File: config.mk
export PLATFORM = sky130hd
export DESIGN_NAME = page_table_lru_fifo_translate
export DESIGN_NICKNAME = d
export VERILOG_FILES = /design/src/rtl/core/ptlf_pkg.sv /design/src/rtl/core/ptlf_cfg.sv /design/src/rtl/core/ptlf_ctrl.sv /design/src/rtl/core/ptlf_dp.sv /design/src/rtl/core/page_table_lru_fifo_translate.sv
export VERILOG_INCLUDE_DIRS = /design/src /design/src/rtl/core
export SDC_FILE = /design/constraint.sdc
export NUM_CORES = 2
export LEC_CHECK = 0
export ABC_AREA = 1
export ABC_CLOCK_PERIOD_IN_PS = 9500
export BUFFER_PORTS_ARGS = -buffer_cell sky130_fd_sc_hd__clkbuf_2
export CORE_ASPECT_RATIO = 1.4
export CORE_MARGIN = 3
export CORE_UTILIZATION = 60
export DETAILED_ROUTE_END_ITERATION = 8
export PLACE_DENSITY = 0.85
export SLEW_MARGIN = 10
export SYNTH_ARGS = -nofsm -noshare
export SYNTH_HDL_FRONTEND = slang
export SYNTH_SLANG_ARGS = --single-unit
File: constraint.sdc
create_clock -name clk -period 9.5 [get_ports clk]
set_input_delay 0.95 -clock clk [delete_from_list [all_inputs] [get_ports clk]]
set_output_delay 0.95 -clock clk [all_outputs]
set_load 0.03 [all_outputs]
File: src/rtl/core/page_table_lru_fifo_translate_macros.svh
// Assertion macros for the page table translate block.
// Used by the top level; expects clk and rst_n in scope.
`ifndef PAGE_TABLE_LRU_FIFO_TRANSLATE_MACROS_SVH
`define PAGE_TABLE_LRU_FIFO_TRANSLATE_MACROS_SVH

// Same-cycle implication, disabled while in reset.
`define PTLF_ASSERT_NOW(lbl, ante, cons, msg) \
  lbl: assert property (@(posedge clk) disable iff (!rst_n) (ante) |-> (cons)) \
    else $error(msg);

// Delayed implication: the consequent is checked later than the antecedent.
`define PTLF_ASSERT_DLY2(lbl, ante, cons, msg) \
  lbl: assert property (@(posedge clk) disable iff (!rst_n) (ante) |-> ##2 (cons)) \
    else $error(msg);

`endif

File: src/rtl/core/ptlf_pkg.sv
// Shared types and constants for the page table translate block.
// No dependencies.
package ptlf_pkg;

  localparam int DEF_MAX_ENTRIES = 16;
  localparam int DEF_ADDR_BITS   = 32;

  localparam int VA_W   = 32;
  localparam int PA_W   = 20;
  localparam int FN_W   = 4;
  localparam int CFG_AW = 4;
  localparam int CFG_DW = 32;
  localparam int REG_W  = 5;

  localparam logic [REG_W-1:0] PAGE_SHIFT_RST = 5'd4;
  localparam logic [REG_W-1:0] ENTRIES_RST    = 5'd16;
  localparam logic [REG_W-1:0] SHIFT_LIMIT    = 5'd16;

  localparam logic POL_LRU  = 1'b0;
  localparam logic POL_FIFO = 1'b1;

  typedef enum logic [1:0] {
    REG_PAGE_SHIFT = 2'd0,
    REG_ENTRIES    = 2'd1,
    REG_POLICY     = 2'd2
  } reg_idx_t;

  // controller -> datapath
  typedef struct packed {
    logic load;   // capture the incoming address
    logic step;   // look up, update table, load result register
  } cmd_t;

  // config block -> datapath
  typedef struct packed {
    logic [REG_W-1:0] page_shift;  // already limited to SHIFT_LIMIT
    logic [REG_W-1:0] entries;     // raw register, clamped in the datapath
    logic             policy;
    logic             clear;       // table flush on a write to a defined register
  } cfg_t;

endpackage

File: src/rtl/core/ptlf_cfg.sv
// APB register file: page_shift, entries_in_use, policy.
// Depends on ptlf_pkg.
module ptlf_cfg (
  input  logic                          clk,
  input  logic                          rst_n,
  input  logic                          psel,
  input  logic                          penable,
  input  logic                          pwrite,
  input  logic [ptlf_pkg::CFG_AW-1:0]   paddr,
  input  logic [ptlf_pkg::CFG_DW-1:0]   pwdata,
  output logic [ptlf_pkg::CFG_DW-1:0]   prdata,
  output logic                          pready,
  output ptlf_pkg::cfg_t                cfg
);
  import ptlf_pkg::*;

  logic [REG_W-1:0] page_shift_r, page_shift_nxt;
  logic [REG_W-1:0] entries_r, entries_nxt;
  logic             policy_r, policy_nxt;
  logic             wr;
  logic             known;
  reg_idx_t         idx;

  assign wr     = psel & penable & pwrite;
  assign idx    = reg_idx_t'(paddr[3:2]);
  assign pready = 1'b1;

  always_comb begin
    page_shift_nxt = page_shift_r;
    entries_nxt    = entries_r;
    policy_nxt     = policy_r;
    known          = 1'b0;
    prdata         = '0;
    unique case (idx)
      REG_PAGE_SHIFT: begin
        known  = 1'b1;
        prdata = CFG_DW'(page_shift_r);
        if (wr) page_shift_nxt = pwdata[REG_W-1:0];
      end
      REG_ENTRIES: begin
        known  = 1'b1;
        prdata = CFG_DW'(entries_r);
        if (wr) entries_nxt = pwdata[REG_W-1:0];
      end
      REG_POLICY: begin
        known  = 1'b1;
        prdata = CFG_DW'(policy_r);
        if (wr) policy_nxt = pwdata[0];
      end
      default: begin
        known = 1'b0;
      end
    endcase
  end

  always_ff @(posedge clk) begin
    if (!rst_n) begin
      page_shift_r <= PAGE_SHIFT_RST;
      entries_r    <= ENTRIES_RST;
      policy_r     <= POL_LRU;
    end else begin
      page_shift_r <= page_shift_nxt;
      entries_r    <= entries_nxt;
      policy_r     <= policy_nxt;
    end
  end

  assign cfg.page_shift = (page_shift_r > SHIFT_LIMIT) ? SHIFT_LIMIT : page_shift_r;
  assign cfg.entries    = entries_r;
  assign cfg.policy     = policy_r;
  // any write to a defined register flushes the table
  assign cfg.clear      = wr & known;

endmodule

File: src/rtl/core/ptlf_ctrl.sv
// Handshake controller: tracks at most one item in the address register and
// owns the result valid flag. Depends on ptlf_pkg.
module ptlf_ctrl (
  input  logic           clk,
  input  logic           rst_n,
  input  logic           in_valid,
  output logic           in_stall,
  output logic           out_valid,
  input  logic           out_stall,
  output ptlf_pkg::cmd_t cmd
);
  import ptlf_pkg::*;

  typedef enum logic [1:0] {
    ST_EMPTY = 2'b01,
    ST_HELD  = 2'b10
  } state_t;

  state_t state_r, state_nxt;
  logic   out_valid_r, out_valid_nxt;
  logic   out_free;
  logic   accept;

  // result register can take a new item this cycle
  assign out_free = !out_valid_r || !out_stall;

  always_comb begin
    cmd.step  = 1'b0;
    in_stall  = 1'b0;
    unique case (state_r)
      ST_EMPTY: begin
        in_stall = 1'b0;
      end
      ST_HELD: begin
        cmd.step = out_free;
        in_stall = !out_free;
      end
      default: begin
        in_stall = 1'b1;
      end
    endcase
    accept   = in_valid && !in_stall;
    cmd.load = accept;

    if (accept) state_nxt = ST_HELD;
    else if (cmd.step) state_nxt = ST_EMPTY;
    else state_nxt = state_r;

    if (cmd.step) out_valid_nxt = 1'b1;
    else if (out_stall) out_valid_nxt = out_valid_r;
    else out_valid_nxt = 1'b0;
  end

  always_ff @(posedge clk) begin
    if (!rst_n) begin
      state_r     <= ST_EMPTY;
      out_valid_r <= 1'b0;
    end else begin
      state_r     <= state_nxt;
      out_valid_r <= out_valid_nxt;
    end
  end

  assign out_valid = out_valid_r;

endmodule

File: src/rtl/core/ptlf_dp.sv
// Datapath: address register, entry registers with compare and shift,
// fill count and result register. Depends on ptlf_pkg.
module ptlf_dp #(
  parameter int MAX_ENTRIES = ptlf_pkg::DEF_MAX_ENTRIES,
  parameter int ADDR_BITS   = ptlf_pkg::DEF_ADDR_BITS
) (
  input  logic                        clk,
  input  logic                        rst_n,
  input  ptlf_pkg::cmd_t              cmd,
  input  ptlf_pkg::cfg_t              cfg,
  input  logic [ptlf_pkg::VA_W-1:0]   in_va,
  output logic                        out_fault,
  output logic [ptlf_pkg::PA_W-1:0]   out_pa,
  output logic [ptlf_pkg::FN_W-1:0]   out_fn
);
  import ptlf_pkg::*;

  localparam int IW = $clog2(MAX_ENTRIES);
  localparam int CW = $clog2(MAX_ENTRIES + 1);

  logic [ADDR_BITS-1:0] va_r;
  logic [ADDR_BITS-1:0] page_r [MAX_ENTRIES];
  logic [IW-1:0]        frame_r [MAX_ENTRIES];
  logic [CW-1:0]        used_r, used_nxt;

  logic                 out_fault_r;
  logic [PA_W-1:0]      out_pa_r;
  logic [FN_W-1:0]      out_fn_r;

  logic [ADDR_BITS-1:0] page, off;
  logic [CW-1:0]        n_slots;
  logic [MAX_ENTRIES-1:0] match;
  logic                 hit, full, do_move, do_append;
  logic [IW-1:0]        hit_idx, sel_idx, last_idx, app_idx, mv_frame, res_frame;
  logic [CW-1:0]        last_c;
  logic [PA_W-1:0]      fr_w, pa;

  always_ff @(posedge clk) begin
    if (cmd.load) va_r <= ADDR_BITS'(in_va);
  end

  assign page = va_r >> cfg.page_shift;
  assign off  = va_r & ~({ADDR_BITS{1'b1}} << cfg.page_shift);

  always_comb begin
    if (cfg.entries == '0) n_slots = CW'(1);
    else if (int'(cfg.entries) > MAX_ENTRIES) n_slots = CW'(MAX_ENTRIES);
    else n_slots = CW'(cfg.entries);
  end

  // compare all occupied slots; pages are unique, lowest match wins anyway
  always_comb begin
    hit     = 1'b0;
    hit_idx = '0;
    for (int i = 0; i < MAX_ENTRIES; i++) begin
      match[i] = (CW'(i) < used_r) && (page_r[i] == page);
    end
    for (int i = MAX_ENTRIES - 1; i >= 0; i--) begin
      if (match[i]) begin
        hit     = 1'b1;
        hit_idx = IW'(i);
      end
    end
  end

  assign full      = (used_r == n_slots);
  assign last_c    = used_r - CW'(1);
  assign last_idx  = last_c[IW-1:0];
  assign app_idx   = used_r[IW-1:0];
  // hit: entry found; full miss: oldest entry at slot 0 is the victim
  assign sel_idx   = hit ? hit_idx : '0;
  assign mv_frame  = frame_r[sel_idx];
  assign do_move   = hit ? (cfg.policy == POL_LRU) : full;
  assign do_append = !hit && !full;
  assign res_frame = (hit || full) ? mv_frame : app_idx;

  assign fr_w = PA_W'(res_frame);
  assign pa   = (fr_w << cfg.page_shift) | PA_W'(off);

  for (genvar i = 0; i < MAX_ENTRIES; i++) begin : g_slot
    logic [ADDR_BITS-1:0] up_page;
    logic [IW-1:0]        up_frame;

    if (i == MAX_ENTRIES - 1) begin : g_top
      assign up_page  = page_r[i];
      assign up_frame = frame_r[i];
    end else begin : g_mid
      assign up_page  = page_r[i+1];
      assign up_frame = frame_r[i+1];
    end

    always_ff @(posedge clk) begin
      if (cmd.step) begin
        if (do_move && (IW'(i) >= sel_idx) && (IW'(i) < last_idx)) begin
          page_r[i]  <= up_page;
          frame_r[i] <= up_frame;
        end else if (do_move && (IW'(i) == last_idx)) begin
          page_r[i]  <= page;
          frame_r[i] <= mv_frame;
        end else if (do_append && (IW'(i) == app_idx)) begin
          page_r[i]  <= page;
          frame_r[i] <= app_idx;
        end
      end
    end
  end

  always_comb begin
    used_nxt = used_r;
    if (cfg.clear) used_nxt = '0;
    else if (cmd.step && do_append) used_nxt = used_r + CW'(1);
  end

  always_ff @(posedge clk) begin
    if (!rst_n) used_r <= '0;
    else used_r <= used_nxt;
  end

  always_ff @(posedge clk) begin
    if (cmd.step) begin
      out_fault_r <= !hit;
      out_pa_r    <= hit ? pa : '0;
      out_fn_r    <= FN_W'(res_frame);
    end
  end

  assign out_fault = out_fault_r;
  assign out_pa    = out_pa_r;
  assign out_fn    = out_fn_r;

endmodule

File: src/rtl/core/page_table_lru_fifo_translate.sv
// Fully associative page table with LRU or FIFO replacement.
// Depends on ptlf_pkg, ptlf_cfg, ptlf_ctrl, ptlf_dp and the macros header.
//
// Usage: one virtual address enters per item on the in_ channel; one result
// (fault, physical_address, frame_number) leaves per item on the out_
// channel. An item is taken when valid is high and stall is low.
// The accepted address is captured in the address register; the lookup then
// loads the result register and raises out_valid once that register is free.
// Throughput: one item per cycle while out_stall is low; the lookup, the entry
// shift and fill count update occur in the same cycle on the entry registers.
// One item sits in the address register while a finished result waits in
// the output register, so input is stalled only when both are occupied and
// the receiver holds out_stall high.
// Configuration is written over the APB port (page_shift at 0x0,
// entries_in_use at 0x4, policy at 0x8); the user must write it only while the
// block is idle, not enforced by the block; any such write empties the table.
// Reset (rst_n low, synchronous) empties the table and restores
// page_shift 4, entries_in_use 16, policy LRU.
module page_table_lru_fifo_translate #(
  parameter int MAX_ENTRIES = ptlf_pkg::DEF_MAX_ENTRIES,
  parameter int ADDR_BITS   = ptlf_pkg::DEF_ADDR_BITS
) (
  input  logic                          clk,
  input  logic                          rst_n,
  input  logic                          in_valid,
  output logic                          in_stall,
  input  logic [ptlf_pkg::VA_W-1:0]     in_virtual_address,
  output logic                          out_valid,
  input  logic                          out_stall,
  output logic                          out_fault,
  output logic [ptlf_pkg::PA_W-1:0]     out_physical_address,
  output logic [ptlf_pkg::FN_W-1:0]     out_frame_number,
  input  logic                          psel,
  input  logic                          penable,
  input  logic                          pwrite,
  input  logic [ptlf_pkg::CFG_AW-1:0]   paddr,
  input  logic [ptlf_pkg::CFG_DW-1:0]   pwdata,
  output logic [ptlf_pkg::CFG_DW-1:0]   prdata,
  output logic                          pready
);
  import ptlf_pkg::*;
  `include "page_table_lru_fifo_translate_macros.svh"

  cmd_t cmd;
  cfg_t cfg;

  ptlf_cfg u_cfg (
    .clk     (clk),
    .rst_n   (rst_n),
    .psel    (psel),
    .penable (penable),
    .pwrite  (pwrite),
    .paddr   (paddr),
    .pwdata  (pwdata),
    .prdata  (prdata),
    .pready  (pready),
    .cfg     (cfg)
  );

  ptlf_ctrl u_ctrl (
    .clk       (clk),
    .rst_n     (rst_n),
    .in_valid  (in_valid),
    .in_stall  (in_stall),
    .out_valid (out_valid),
    .out_stall (out_stall),
    .cmd       (cmd)
  );

  ptlf_dp #(
    .MAX_ENTRIES (MAX_ENTRIES),
    .ADDR_BITS   (ADDR_BITS)
  ) u_dp (
    .clk       (clk),
    .rst_n     (rst_n),
    .cmd       (cmd),
    .cfg       (cfg),
    .in_va     (in_virtual_address),
    .out_fault (out_fault),
    .out_pa    (out_physical_address),
    .out_fn    (out_frame_number)
  );

  `PTLF_ASSERT_NOW(a_fault_pa_zero, out_valid && out_fault,
                   out_physical_address == '0,
                   "fault result with nonzero physical address")
  `PTLF_ASSERT_NOW(a_stall_cause, in_stall, out_valid && out_stall,
                   "input stalled while result register free")
  `PTLF_ASSERT_DLY2(a_latency, in_valid && !in_stall, out_valid,
                    "no result two cycles after accept")

endmodule

### Word-level counts from Yosys, hierarchy flattened

Memories as Yosys holds them, arrays and structs flattened.
Index checks and enable logic that the tools add are counted.
W data, S select, Z words.

* logic and storage cells: 594
* input port bits: 75
* register bits: 76
* output and inout bits: 60
* memories kept: 2
* RAM bits: 576

* equality and inequality tests: 52
* shifts and indexed selects: 3
* reduce and logical (&&, ||, !) cells: 101
* mux-type cells: 302
* $add $sub $neg: 2
* $lt $le $gt $ge: 50
* bitwise logic cells: 72

Memories
* u_dp.page_r: words 16, bits a word 32, rd ports 16, clocked after Yosys merged registers in 0, write ports 16, RTL line ptlf_dp.sv:22 `logic [ADDR_BITS-1:0] page_r [MAX_ENTRIES];`
* u_dp.frame_r: words 16, bits a word 4, rd ports 16, clocked after Yosys merged registers in 0, write ports 16, RTL line ptlf_dp.sv:23 `logic [IW-1:0] frame_r [MAX_ENTRIES];`

Operators by type and width (number)
* $mux W32: 32
* $eq A32 B32 Y1: 16
* $mux W1: 213
* $mux W4: 50
* $logic_and A1 B1 Y1: 83
* $eq A4 B4 Y1 const A: 16
* $or A1 B1 Y1: 64
* $lt A4 B5 Y1 const A: 8
* $eq A3 B4 Y1 const A: 8
* $ge A4 B4 Y1 const A: 8
* $lt A4 B4 Y1 const A: 8
* $shl A32 B5 Y20 const A: 1
* $shr A32 B5 Y32: 1
* $and A20 B20 Y20: 1
* $lt A3 B5 Y1 const A: 4
* $not A20 Y20: 1
* $or A20 B20 Y20: 1
* $shl A4 B5 Y20: 1
* $eq A2 B4 Y1 const A: 4
* $ge A3 B4 Y1 const A: 4
* $lt A3 B4 Y1 const A: 4
* $mux W5: 3
* $pmux W5 S3: 1
* $gt A5 B5 Y1 const B: 2
* 26 further kinds: 48

### Depth between registers and ports, before layout

* word-level depth: 30
* gate-level depth with buffers: 51
* depth with buffers taken out: 48

### Modules after synthesis

Synthesis repeated with hierarchy kept, for this count alone.

* cell total of the unflattened synthesis: 4618
* area, all modules: 38660.8 µm²

By module, submodules not included
* ptlf_dp: times used 1, cells each 4467, area an instance 37653.6 µm², seq. area each 19108.3 µm²
* ptlf_cfg: times used 1, cells each 125, area an instance 829.5 µm², seq. area each 220.2 µm²
* ptlf_ctrl: times used 1, cells each 26, area an instance 177.7 µm², seq. area each 60.1 µm²

### Least setup slack after synthesis

No wires, ideal clock.

* path type: register -> register
* start point: register u_cfg.page_shift_r[4]
* end point: memory u_dp.frame_r[0][0] (netlist bit) (enable)
* library setup time: 530 ps
* cell stages (with the launch flop): 28
* path slack: 2179 ps
* data required time: 8970 ps
* data arrival time: 6791 ps
* clock period less this slack: 7321 ps
* path through: dfxtp_1 -> buf_6 -> inv_4 -> nand2_4 -> buf_6 -> buf_8 -> nand2_2 -> nand3_1 -> nand3_1 -> nand3_1 -> nand3_2 -> buf_6 -> buf_6 -> o22ai_1 -> nor4_1 -> nand4_1 -> nand2_1 -> nor2_2 -> nand2_4 -> nor2_8 -> inv_2 -> nand2_1 -> nand2_2 -> inv_2 -> nand2_2 -> nor2_2 -> nand2_1 -> o41ai_1

RTL lines
* start: declaration: RTL line ptlf_cfg.sv:17 `logic [REG_W-1:0] page_shift_r, page_shift_nxt;`
* start signal: assignment: RTL line ptlf_cfg.sv:62 `page_shift_r <= page_shift_nxt;`
* end: declaration: RTL line ptlf_dp.sv:23

==> results.cfg <==
[timing]
slew_headroom_pct = 21.05
setup_violations = 0
fin_crit_ns = 7.879
skew_ns = 0.05012
tns_ns = 0
slew_viol_final = 0
finalCritPeriodShare_pct = 82.93
worst_pin_slew_ns = 1.172
hold_ws_ns = 0.4629
rsz0062_at_grt = no
max_freq_mhz = 126.9
finalHoldViolations = 0

[global_route]
grt_max_degree = 68
gr-total-overflow = 0
first_global_vias = 31320
grt_pass1_wl_um = 182600
grt_antenna_before_repair = 1
track_usage_pct = 36.11

[die]
fp.dieH_um = 303.7
core_sq_um = 62290
initial_core_util_pct = 60.95
die_area_sq_um = 66380
die_w_um = 218.6
pin_count = 135
rows = 108

[drt]
vias_per_cell = 6.405
wl_per_cell_um = 23.60
vias = 33130
ant_nets = 0
drcViolationCount = 0
wirelength_um = 122100
drt_first_iter_violations = 5440
dr.pass1.iters = 9

[worst_setup_path]
critPathRequiredTime_ns = 9.79
slowest_stage = nand3_2
crit_arrival_ns = 8.17
cp.depth = 30
end_kind = flip-flop
reg2reg_depth = 30
crit_buf_inv = 9
critPathMaxStageDelay_ns = 0.66
crit_family = simple AND/OR/NAND/NOR gates
crit_path_max_fanout = 49
critPathLaunchType = flip-flop
crit_top_cell = inv_2
path_class = flip-flop to flip-flop

[synthesis]
yosysWarnings = 0
yosysTopAreaCellShare_pct = 50.06
synth_seq_area_share_pct = 51.06
ys_top_cells_by_count = nand2_1 (1,154), edfxtp_1 (633), o21ai_0 (503)
ys_ff_latch = 652
syn_area_sq_um = 37970
yosysMostFrequentCell = nand2_1
ys.flop_type = edfxtp_1
post_synth.cell_area_avg_sq_um = 8.733
synth_edf_count = 633
ys_types = 66
synth_top_cell_by_area = edfxtp_1
synth.area.top_cells = edfxtp_1 (50%), nand2_1 (11%), o21ai_0 (6.6%), xor2_1 (3.7%), inv_1 (3.6%)
syn_inst = 4348
async_flop_share_pct = 0

[power]
p_int_mw = 4.773
power_density_nw_per_um2 = 164.0
p_leak_nw = 16.10
switchingPower_mw = 1.869
finalPower_mw = 6.642
swShare_pct = 28.14
peakVddDrop_mv = 0.1457
pwr-share-seq_pct = 47.7
power.share.clock_pct = 38.3
p_comb_share_pct = 13.9

[clock_tree]
cts_tree = built
clock_path_buffers = 3
numCtsBuffers = 61
cts_root_buf = clkbuf_16
h-tree-depth = 2
ctsResizeCount = 0
path_clk_slew_ns = 0.07
cts_sinks = 652
cts_setup_buffers = 0
clock_latency_ns = 0.67
holdBufCountCts = 0

[finish]
layout-drive-gt1-share_pct = 10.24
area_delta_synth_final_pct = 6.696
num-nets-final = 4378
n_fill_cell = 4845

[placement]
hpwl_um = 83900
io_buffers = 77
place.gp.congestion = 0.9942

[min_path]
whs_path_depth = 1
hp-class = input port to flip-flop

[outcome]
status = finished, final reports clean

[run]
cap_violations = 0
==> power groups by stage <==
stage	Clock, mW	Sequential, mW	Combinational (mW)
CTS	2.53	3.17	0.878
finish	2.55	3.17	0.926
floorplan	0	3.23	0.612
global route	2.65	3.17	0.965
detailed placement	0	3.23	0.871
global placement	0	3.23	0.850
==> worst reg2reg max path: cells and delay by family (launching register included) <==
kind / cells / cell delay [ns]
buffers and inverters: 9 / 2.89
AOI/OAI and AO/OA: 2 / 0.39
and+or+nand+nor: 19 / 3.84
DFF: 1 / 0.38
==> registers in the layout, indices dropped and copies added, names as in the netlist <==
name                count
u_dp.page_r           512
u_dp.frame_r           64
u_dp.va_r              32
u_dp.out_pa            20
u_cfg.entries_r         5
u_cfg.page_shift_r      5
u_dp.used_r             5
u_dp.out_fn             4
u_ctrl.state_r          2
u_cfg.policy_r          1
u_ctrl.out_valid        1
u_dp.out_fault          1
==> kinds of logic (layout without fill, tap and decap cells) <==
family / count (synthesis) / in the layout / synth area share (%)
compound gates: 909 / 909 / 13.41
xor+xnor: 194 / 194 / 4.475
fa+ha+maj: 6 / 6 / 0.1977
buf+inv: 693 / 665 / 8.544
flops: 652 / 652 / 51.06
mux: 6 / 6 / 0.1779
other cells: 2 / 29 / 0.01978
simple gates: 1886 / 1886 / 22.11
==> cell type report <==
cell class / count / area (sq um) / area share, %
timing repair buffer: 147 / 910.9 / 2.248
clock buffer: 82 / 1727 / 4.262
inverter: 406 / 1534 / 3.786
antenna: 1 / 2.502 / 0.006177
clock inverter: 30 / 301.5 / 0.7443
multi-input combinational: 3029 / 15620 / 38.55
sequential: 652 / 19390 / 47.86
tap: 825 / 1032 / 2.548
==> stage by stage <==
stage          utilization (%)  setup slack [ns]  instances  instance area [sq um]
2_1_floorplan                -             2.179       4374                  38070
5_1_grt                  65.03             1.378       5171                  40510
6_report                 65.03             1.621       5172                  40510
3_3_place_gp             61.77             2.032       5059                  38480
4_1_cts                  65.03             1.926       5171                  40510
3_5_place_dp             61.77             1.941       5059                  38480
==> layout by cell type, fill, tap and decap left out, types with 70 or more instances in the layout <==
cell and n:
buf_4 70, nand3_1 244, a21oi_1 79, edfxtp_1 633, clkbuf_2 77, nor2_1 211, xor2_1 159, o21ai_0 495
o22ai_1 96, nand2_1 1152, inv_1 360, o21ai_1 113
==> routing by layer <==
metal | track usage, % | vias to the layer above | part of all wire (%)
li1 | - | 14690 | -
met1 | 44.79 | 15250 | 34
met2 | 55.71 | 2589 | 45
met3 | 8.027 | 602 | 13
met4 | 25.91 | 0 | 8.7
met5 | 0 | - | 0
==> final timing paths <==
check	start	endpoint	slack, ns
setup / recovery	u_cfg.page_shift_r[4]$_SDFFE_PN0P_	u_dp.page_r[1][49]$_DFFE_PP_	1.62
hold / removal	in_virtual_address[16]	u_dp.va_r[16]$_DFFE_PP_	0.46
setup reg to reg	u_cfg.page_shift_r[4]$_SDFFE_PN0P_	u_dp.page_r[1][49]$_DFFE_PP_	1.62
hold reg to reg	u_cfg.policy_r$_SDFFE_PN0P_	u_cfg.policy_r$_SDFFE_PN0P_	0.47
Power figures use the tool's default switching activity.
